[src/rtl/shamh_pkg.sv]
package shamh_pkg;

   // One input word: a message byte and its framing marks.
   typedef struct packed {
      logic [7:0] data_byte;
      logic       byte_present;
      logic       end_of_message;
   } req_type;

   // One result word: a digest word with its position.
   typedef struct packed {
      logic [31:0] digest_word;
      logic [2:0]  word_index;
      logic        last_word;
   } rsp_type;

   localparam logic [31:0] ROUND_K [64] = '{
      32'h428a2f98, 32'h71374491, 32'hb5c0fbcf, 32'he9b5dba5,
      32'h3956c25b, 32'h59f111f1, 32'h923f82a4, 32'hab1c5ed5,
      32'hd807aa98, 32'h12835b01, 32'h243185be, 32'h550c7dc3,
      32'h72be5d74, 32'h80deb1fe, 32'h9bdc06a7, 32'hc19bf174,
      32'he49b69c1, 32'hefbe4786, 32'h0fc19dc6, 32'h240ca1cc,
      32'h2de92c6f, 32'h4a7484aa, 32'h5cb0a9dc, 32'h76f988da,
      32'h983e5152, 32'ha831c66d, 32'hb00327c8, 32'hbf597fc7,
      32'hc6e00bf3, 32'hd5a79147, 32'h06ca6351, 32'h14292967,
      32'h27b70a85, 32'h2e1b2138, 32'h4d2c6dfc, 32'h53380d13,
      32'h650a7354, 32'h766a0abb, 32'h81c2c92e, 32'h92722c85,
      32'ha2bfe8a1, 32'ha81a664b, 32'hc24b8b70, 32'hc76c51a3,
      32'hd192e819, 32'hd6990624, 32'hf40e3585, 32'h106aa070,
      32'h19a4c116, 32'h1e376c08, 32'h2748774c, 32'h34b0bcb5,
      32'h391c0cb3, 32'h4ed8aa4a, 32'h5b9cca4f, 32'h682e6ff3,
      32'h748f82ee, 32'h78a5636f, 32'h84c87814, 32'h8cc70208,
      32'h90befffa, 32'ha4506ceb, 32'hbef9a3f7, 32'hc67178f2
   };

   localparam logic [31:0] INIT_H [8] = '{
      32'h6a09e667, 32'hbb67ae85, 32'h3c6ef372, 32'ha54ff53a,
      32'h510e527f, 32'h9b05688c, 32'h1f83d9ab, 32'h5be0cd19
   };

   localparam logic [7:0] PAD_MARK = 8'h80;
   localparam logic [5:0] LEN_POS  = 6'd56;
   localparam logic [5:0] LAST_POS = 6'd63;

endpackage

[src/rtl/sha256_message_hasher_top.sv]
// A byte that fills the 64-byte block starts a busy phase with req_stall high: a load of the
// working variables, 64 rounds and one chaining add.
// Long messages are bounded by the single round unit: no bytes are taken while a block is
// compressed. Closing: padding bytes one per cycle up to the block end, possibly one extra
// block, then the eight digest words at one per cycle while rsp_stall is low.
// Reset (synchronous, active high) loads the initial hash values and clears the bit count.
module sha256_message_hasher_top
   import shamh_pkg::*;
(
   input  logic    clock,
   input  logic    reset,
   input  logic    req_valid,
   output logic    req_stall,
   input  req_type req_item,
   output logic    rsp_valid,
   input  logic    rsp_stall,
   output rsp_type rsp_item
);

   // Sequencer states.
   localparam logic [2:0] ST_IDLE  = 3'd0;  // taking message bytes
   localparam logic [2:0] ST_PAD   = 3'd1;  // writing padding and length bytes
   localparam logic [2:0] ST_START = 3'd2;  // first schedule read, load working variables
   localparam logic [2:0] ST_ROUND = 3'd3;  // 64 compression rounds
   localparam logic [2:0] ST_ADD   = 3'd4;  // fold working variables into the chain
   localparam logic [2:0] ST_OUT   = 3'd5;  // hand out the eight digest words

   logic [2:0]  state_ff, state_in;
   logic [5:0]  pos_ff, pos_in;          // byte position inside the current block
   logic [23:0] word_ff, word_in;        // bytes of the word being assembled
   logic [63:0] bitlen_ff, bitlen_in;    // message length in bits, wraps
   logic        pad_ff, pad_in;          // message closed, padding under way
   logic        mark_ff, mark_in;        // the 0x80 marker is still to be written
   logic        lblk_ff, lblk_in;        // this block carries the length field
   logic [5:0]  rnd_ff, rnd_in;
   logic [2:0]  oidx_ff, oidx_in;
   logic [31:0] chain_ff [8];
   logic [31:0] chain_in [8];
   logic [31:0] vars_ff [8];
   logic [31:0] vars_in [8];
   logic [31:0] win_ff [16];             // last sixteen schedule words, oldest first
   logic [31:0] win_in [16];

   logic        byte_wr;
   logic [7:0]  wbyte;
   logic [63:0] len_shift;
   logic [7:0]  len_byte;

   logic        ram_wr_en;
   logic [3:0]  ram_wr_addr;
   logic [31:0] ram_wr_data;
   logic [3:0]  ram_rd_addr;
   logic [31:0] ram_rd_data;

   logic [31:0] w_new;
   logic [31:0] wt;
   logic [31:0] t1;
   logic [31:0] t2;

   function automatic logic [31:0] big_sig0(input logic [31:0] x);
      big_sig0 = {x[1:0], x[31:2]} ^ {x[12:0], x[31:13]} ^ {x[21:0], x[31:22]};
   endfunction

   function automatic logic [31:0] big_sig1(input logic [31:0] x);
      big_sig1 = {x[5:0], x[31:6]} ^ {x[10:0], x[31:11]} ^ {x[24:0], x[31:25]};
   endfunction

   function automatic logic [31:0] sml_sig0(input logic [31:0] x);
      sml_sig0 = {x[6:0], x[31:7]} ^ {x[17:0], x[31:18]} ^ {3'b000, x[31:3]};
   endfunction

   function automatic logic [31:0] sml_sig1(input logic [31:0] x);
      sml_sig1 = {x[16:0], x[31:17]} ^ {x[18:0], x[31:19]} ^ {10'b0, x[31:10]};
   endfunction

   // The 16-entry block memory holds the message words as they are assembled.
   // During rounds 0 to 15 it is read one word ahead of the round that uses it;
   // later schedule words come from the sliding window in flip-flops.
   shamh_ram #(
      .WIDTH(32),
      .DEPTH(16)
   ) u_block_ram (
      .clock   (clock),
      .wr_en   (ram_wr_en),
      .wr_addr (ram_wr_addr),
      .wr_data (ram_wr_data),
      .rd_addr (ram_rd_addr),
      .rd_data (ram_rd_data)
   );

   // The length field goes out most significant byte first at positions 56 to 63.
   assign len_shift = bitlen_ff >> {~pos_ff[2:0], 3'b000};
   assign len_byte  = len_shift[7:0];

   // A word is written once its fourth byte arrives; no read can hit it before
   // the block is full, so no forwarding is needed.
   assign ram_wr_en   = byte_wr && (pos_ff[1:0] == 2'b11);
   assign ram_wr_addr = pos_ff[5:2];
   assign ram_wr_data = {word_ff, wbyte};
   assign ram_rd_addr = (state_ff == ST_ROUND) ? (rnd_ff[3:0] + 4'd1) : 4'd0;

   // One compression round.
   always_comb begin
      w_new = sml_sig1(win_ff[14]) + win_ff[9] + sml_sig0(win_ff[1]) + win_ff[0];
      wt    = (rnd_ff[5:4] == 2'b00) ? ram_rd_data : w_new;
      t1    = vars_ff[7] + big_sig1(vars_ff[4])
            + ((vars_ff[4] & vars_ff[5]) ^ (~vars_ff[4] & vars_ff[6]))
            + ROUND_K[rnd_ff] + wt;
      t2    = big_sig0(vars_ff[0])
            + ((vars_ff[0] & vars_ff[1]) ^ (vars_ff[0] & vars_ff[2])
               ^ (vars_ff[1] & vars_ff[2]));
   end

   always_comb begin
      state_in  = state_ff;
      pos_in    = pos_ff;
      word_in   = word_ff;
      bitlen_in = bitlen_ff;
      pad_in    = pad_ff;
      mark_in   = mark_ff;
      lblk_in   = lblk_ff;
      rnd_in    = rnd_ff;
      oidx_in   = oidx_ff;
      chain_in  = chain_ff;
      vars_in   = vars_ff;
      win_in    = win_ff;
      byte_wr   = 1'b0;
      wbyte     = 8'h00;

      unique case (state_ff)
         ST_IDLE: begin
            if (req_valid) begin
               if (req_item.byte_present) begin
                  byte_wr   = 1'b1;
                  wbyte     = req_item.data_byte;
                  bitlen_in = bitlen_ff + 64'd8;
               end
               if (req_item.end_of_message) begin
                  pad_in  = 1'b1;
                  mark_in = 1'b1;
               end
               // A byte that fills the block is compressed before any padding.
               if (req_item.byte_present && (pos_ff == LAST_POS)) begin
                  state_in = ST_START;
               end else if (req_item.end_of_message) begin
                  state_in = ST_PAD;
               end
            end
         end
         ST_PAD: begin
            byte_wr = 1'b1;
            if (mark_ff) begin
               wbyte   = PAD_MARK;
               mark_in = 1'b0;
               // The length fits behind the marker only if the marker lands
               // before the length field.
               lblk_in = (pos_ff < LEN_POS);
            end else if (lblk_ff && (pos_ff >= LEN_POS)) begin
               wbyte = len_byte;
            end
            if (pos_ff == LAST_POS) begin
               state_in = ST_START;
            end
         end
         ST_START: begin
            vars_in  = chain_ff;
            rnd_in   = 6'd0;
            state_in = ST_ROUND;
         end
         ST_ROUND: begin
            vars_in[7] = vars_ff[6];
            vars_in[6] = vars_ff[5];
            vars_in[5] = vars_ff[4];
            vars_in[4] = vars_ff[3] + t1;
            vars_in[3] = vars_ff[2];
            vars_in[2] = vars_ff[1];
            vars_in[1] = vars_ff[0];
            vars_in[0] = t1 + t2;
            for (int i = 0; i < 15; i++) begin
               win_in[i] = win_ff[i + 1];
            end
            win_in[15] = wt;
            rnd_in     = rnd_ff + 6'd1;
            if (rnd_ff == 6'd63) begin
               state_in = ST_ADD;
            end
         end
         ST_ADD: begin
            for (int j = 0; j < 8; j++) begin
               chain_in[j] = chain_ff[j] + vars_ff[j];
            end
            if (pad_ff && lblk_ff) begin
               oidx_in  = 3'd0;
               state_in = ST_OUT;
            end else if (pad_ff) begin
               // The next padding block always has room for the length field.
               lblk_in  = 1'b1;
               state_in = ST_PAD;
            end else begin
               state_in = ST_IDLE;
            end
         end
         ST_OUT: begin
            if (!rsp_stall) begin
               oidx_in = oidx_ff + 3'd1;
               if (oidx_ff == 3'd7) begin
                  // Start over with a fresh message.
                  chain_in  = INIT_H;
                  bitlen_in = 64'd0;
                  pad_in    = 1'b0;
                  mark_in   = 1'b0;
                  lblk_in   = 1'b0;
                  state_in  = ST_IDLE;
               end
            end
         end
         default: begin
            state_in = ST_IDLE;
         end
      endcase

      if (byte_wr) begin
         pos_in  = pos_ff + 6'd1;
         word_in = {word_ff[15:0], wbyte};
      end
   end

   always_ff @(posedge clock) begin
      if (reset) begin
         state_ff  <= ST_IDLE;
         pos_ff    <= 6'd0;
         bitlen_ff <= 64'd0;
         pad_ff    <= 1'b0;
         mark_ff   <= 1'b0;
         lblk_ff   <= 1'b0;
         rnd_ff    <= 6'd0;
         oidx_ff   <= 3'd0;
         chain_ff  <= INIT_H;
      end else begin
         state_ff  <= state_in;
         pos_ff    <= pos_in;
         bitlen_ff <= bitlen_in;
         pad_ff    <= pad_in;
         mark_ff   <= mark_in;
         lblk_ff   <= lblk_in;
         rnd_ff    <= rnd_in;
         oidx_ff   <= oidx_in;
         chain_ff  <= chain_in;
      end
      word_ff <= word_in;
      vars_ff <= vars_in;
      win_ff  <= win_in;
   end

   // Input words are taken only while the sequencer waits for message bytes.
   assign req_stall = (state_ff != ST_IDLE);

   // The digest words are read straight from the chaining registers, which
   // hold still for the whole output phase.
   assign rsp_valid            = (state_ff == ST_OUT);
   assign rsp_item.digest_word = chain_ff[oidx_ff];
   assign rsp_item.word_index  = oidx_ff;
   assign rsp_item.last_word   = (oidx_ff == 3'd7);

   a_out_holds_input: assert property (@(posedge clock) disable iff (reset)
      rsp_valid |-> req_stall)
      else $error("input taken while digest words are pending");

   a_full_block_compresses: assert property (@(posedge clock) disable iff (reset)
      (req_valid && !req_stall && req_item.byte_present && (pos_ff == LAST_POS))
      |=> (state_ff == ST_START))
      else $error("full block did not start a compression");

   a_rounds_end: assert property (@(posedge clock) disable iff (reset)
      ((state_ff == ST_ROUND) && (rnd_ff == 6'd63)) |=> (state_ff == ST_ADD))
      else $error("round sequence did not end after 64 rounds");

   a_restart: assert property (@(posedge clock) disable iff (reset)
      (rsp_valid && !rsp_stall && rsp_item.last_word)
      |=> ((bitlen_ff == 64'd0) && (pos_ff == 6'd0) && (chain_ff[0] == INIT_H[0])))
      else $error("hasher did not return to its initial state after the digest");

endmodule

[src/rtl/shamh_ram.sv]
module shamh_ram #(
   parameter int WIDTH = 32,
   parameter int DEPTH = 16
) (
   input  logic                                       clock,
   input  logic                                       wr_en,
   input  logic [((DEPTH > 1) ? $clog2(DEPTH) : 1)-1:0] wr_addr,
   input  logic [WIDTH-1:0]                           wr_data,
   input  logic [((DEPTH > 1) ? $clog2(DEPTH) : 1)-1:0] rd_addr,
   output logic [WIDTH-1:0]                           rd_data
);

   logic [WIDTH-1:0] mem_ff [DEPTH];
   logic [WIDTH-1:0] rd_data_ff;

   always_ff @(posedge clock) begin
      if (wr_en) begin
         mem_ff[wr_addr] <= wr_data;
      end
      rd_data_ff <= mem_ff[rd_addr];
   end

   assign rd_data = rd_data_ff;

endmodule
[config.mk]
export PLATFORM = sky130hd
export DESIGN_NAME = sha256_message_hasher_top
export DESIGN_NICKNAME = d
export VERILOG_FILES = /design/src/rtl/shamh_pkg.sv /design/src/rtl/sha256_message_hasher_top.sv /design/src/rtl/shamh_ram.sv
export SDC_FILE = /design/constraint.sdc
export NUM_CORES = 2
export LEC_CHECK = 0
export ABC_AREA = 1
export ABC_CLOCK_PERIOD_IN_PS = 21500
export BUFFER_PORTS_ARGS = -buffer_cell sky130_fd_sc_hd__buf_4
export CAP_MARGIN = 20
export CELL_PAD_IN_SITES_DETAIL_PLACEMENT = 1
export CELL_PAD_IN_SITES_GLOBAL_PLACEMENT = 2
export CORE_MARGIN = 8
export CORE_UTILIZATION = 41
export DETAILED_ROUTE_END_ITERATION = 6
export PLACE_DENSITY = 0.83
export SYNTH_ARGS = -nofsm -noshare
export SYNTH_HDL_FRONTEND = slang
export SYNTH_HIERARCHICAL = 1
export SYNTH_SLANG_ARGS = --single-unit
[constraint.sdc]
create_clock -name clock -period 21.5 [get_ports clock]
set_input_delay 2.15 -clock clock [delete_from_list [all_inputs] [get_ports clock]]
set_output_delay 2.15 -clock clock [all_outputs]
set_load 0.01 [all_outputs]
==> impl_metrics.py <==
metrics = {
    "timing": {
        "finalCritPeriodShare": 0.494,
        "drv_slew": 0,
        "fmax_mhz": 94.2,
        "slew_headroom": 0.168,
        "setup_viol": 0,
        "rsz0062_at_grt": "false",
        "fin_setup_tns_ns": 0,
        "worst_pin_slew_ns": 1.24,
        "skew_ns": 0.0771,
        "min_period_ns": 10.61,
        "finalHoldViolations": 0,
    },
    "floorplan": {
        "start_util": 0.411,
        "pin_count": 52,
        "die-area_um2": 251000,
        "dieHeight_um": 501,
        "row_count": 178,
        "die_w_um": 501,
        "core_area_um2": 235000,
    },
    "routing": {
        "drc_errors": 0,
        "num_vias": 81800,
        "drt_iter0_drc": 8039,
        "viasPerCell": 5.73,
        "ant_nets": 0,
        "routed_wl_um": 396000,
        "drt_first_pass_iters": 6,
        "drt-wirelength-per-cell_um": 27.7,
    },
    "placement": {
        "hpwl_um": 291000,
        "port_buffers": 51,
        "gp_congestion": 0.959,
    },
    "power": {
        "irDropWorstVdd_v": 0.0000864,
        "p_comb_frac": 0.231,
        "switching_share": 0.325,
        "clkPwrFrac": 0.377,
        "seq_power_share": 0.392,
        "internal-power_mw": 6.14,
        "p_per_area_nw_per_um2": 85.2,
        "fin_total_pwr_mw": 9.09,
        "switching_power_mw": 2.95,
        "power_leakage_nw": 43.5,
    },
    "cells_and_area": {
        "area_growth_pct": 10.6,
        "final_cell_mix": "nand2_1 (2445), inv_1 (1563), edfxtp_1 (1304), a21oi_1 (936), o21ai_0 (851)",
        "fin_nets": 11600,
        "final_common_cell": "nand2_1",
        "drive_above_1_share": 0.0566,
    },
    "min_path": {
        "hold_start": "win_ff[165]",
        "hold_path_end": "win_ff[197]",
        "hold_path.class": "reg -> reg",
        "whs_path_depth": 0,
    },
    "grt": {
        "overflow": 0,
        "grt_pass1_vias": 82300,
        "antenna_found_initial": 27,
        "grt_usage": 0.306,
        "grt_max_degree": 195,
        "grt_pass1_wl_um": 571000,
    },
    "logic_synthesis": {
        "synth_nets": 11600,
        "postSynthAreaPerCell_um2": 8.76,
        "ys_types": 72,
        "synth-seq-cells": 1674,
        "ys_seq_area_frac": 0.483,
        "async_flop_share": 0,
        "yosys_most_used_dff": "edfxtp_1",
        "yosysWarnings": 6,
        "syn_inst": 11000,
        "synth_edf_count": 1304,
        "synthesis.area_um2": 96500,
    },
    "clock_network": {
        "root_buffer": "clkbuf_16",
        "insertion_delay_ns": 0.89,
        "cts_resized": 0,
        "h-tree-depth": 4,
        "clkSinkCount": 1674,
        "cts_hold_buf": 0,
        "post_cts_buffers": 0,
        "cts_buffer_depth": 3,
        "cts_buffers": 190,
        "cts_tree": "done",
        "clk_pin_slew_ns": 0.06,
    },
    "critical_path": {
        "cp_max_fo": 6,
        "crit_slowest_cell": "o21ai_0",
        "crit_buf_inv": 10,
        "r2r-start": "win_ff[50]",
        "crit_type": "reg -> reg",
        "worstSetupEndpointType": "flip-flop",
        "cpMostUsedCell": "inv_1",
        "r2r-end": "vars_ff[255]",
        "critPathLaunchType": "flip-flop",
        "critPathArrivalTime_ns": 11.22,
        "reg2reg_slack_ns": 10.89,
        "critPathTopFamily": "adder cells",
        "max_stage_delay_ns": 0.58,
        "ff2ff_path_depth": 47,
        "crit_required_ns": 22.11,
    },
    "status": {
        "status": "finished, final reports clean",
    },
    "job": {
        "maxCapViolCount": 0,
    },
}
==> logic make-up (layout without fill, tap and decap cells) <==
kind of cell             after synthesis  count (layout)  share of synthesized area
flip-flops                          1674            1674                      0.483
other                                  0               4                          0
buffers and inverters               2008            2121                     0.0815
AO/OA/AOI/OAI                       2311            2311                      0.133
adder cells (fa/ha/maj)              603             603                     0.0934
XOR/XNOR                             381             381                     0.0346
AND/OR/NAND/NOR                     4030            4030                      0.175
==> cells in the mapped netlist, drive strengths merged, types with 11 or more instances <==
cell type,n,area (um2)
nand3b,14,105
or2,92,576
a21boi,11,82.6
ha,404,5050
dfxtp,370,7410
clkbuf,315,1180
inv,1573,5910
o221ai,13,114
nand4,50,313
buf,111,734
a21oi,937,4690
a31oi,86,538
o21ai,868,4340
edfxtp,1304,39200
xnor2,177,1550
a211oi,25,188
o21a,54,405
nor3,142,727
xor2,204,1790
a221oi,30,263
nor2,537,2070
nor4,32,215
o21bai,63,473
a21o,48,360
nand3,702,3550
nand2,2449,9210
o22ai,16,100
o31ai,11,82.6
fa,196,3920
o211ai,103,773
==> power groups by stage <==
stage               logic, mW  clock network [mW]  registers (mW)
floorplan                1.34                   0            3.61
global placement         2.04                   0            3.63
detailed placement       2.05                   0            3.63
CTS                      2.06                3.48            3.57
global route             2.29                3.59            3.57
finish                   2.10                3.42            3.57
==> how the worst max path moves through the flow <==
stage / from / endpoint / slack (ns) / cells past startpoint
floorplan: state_ff[1] / win_ff[0] / 5.31 / 5
global placement: win_ff[50] / vars_ff[255] / 11.12 / 47
detailed placement: win_ff[50] / vars_ff[254] / 10.95 / 49
CTS: win_ff[50] / vars_ff[255] / 10.91 / 47
global route: win_ff[50] / vars_ff[254] / 10.15 / 49
finish: win_ff[50] / vars_ff[255] / 10.89 / 47
==> registers in the layout (all words and copies together), names as in the netlist, 3 cells and up <==
signal               flops
u_block_ram/rd_data     32
word_ff                 24
vars_ff                256
pos_ff                   6
bitlen_ff               61
chain_ff               256
oidx_ff                  3
u_block_ram/mem_ff     512
state_ff                 3
rnd_ff                   6
win_ff                 512
==> area by class of cell <==
class	count	area, um2
antenna	4	10.0
clock buffer	244	5150
clock inverter	115	1410
fill	27200	128000
inverter	1582	5960
multi-input combinational	7325	42200
sequential	1674	46600
tap	3150	3940
timing repair buffer	180	1400
==> metrics by stage <==
step	instance area, um2	std cells	util	setup slack, ns	hold WS [ns]
after floorplan	96500	11000	-	5.31	0.400
after global placement	100000	13900	0.426	11.12	0.400
after detailed placement	100000	13900	0.427	10.95	0.405
after CTS	107000	14300	0.455	10.91	0.393
after global routing	107000	14300	0.455	10.15	0.404
final	107000	14300	0.455	10.89	0.397
==> metal layers <==
layer / global-route usage / part of all wire / up-vias
met5: 0 / 0.00025 / -
met3: 0.0455 / 0.070 / 571
li1: - / - / 36800
met4: 0.101 / 0.036 / 14
met1: 0.440 / 0.45 / 41500
met2: 0.474 / 0.44 / 2841
Power figures use the tool's default switching activity.
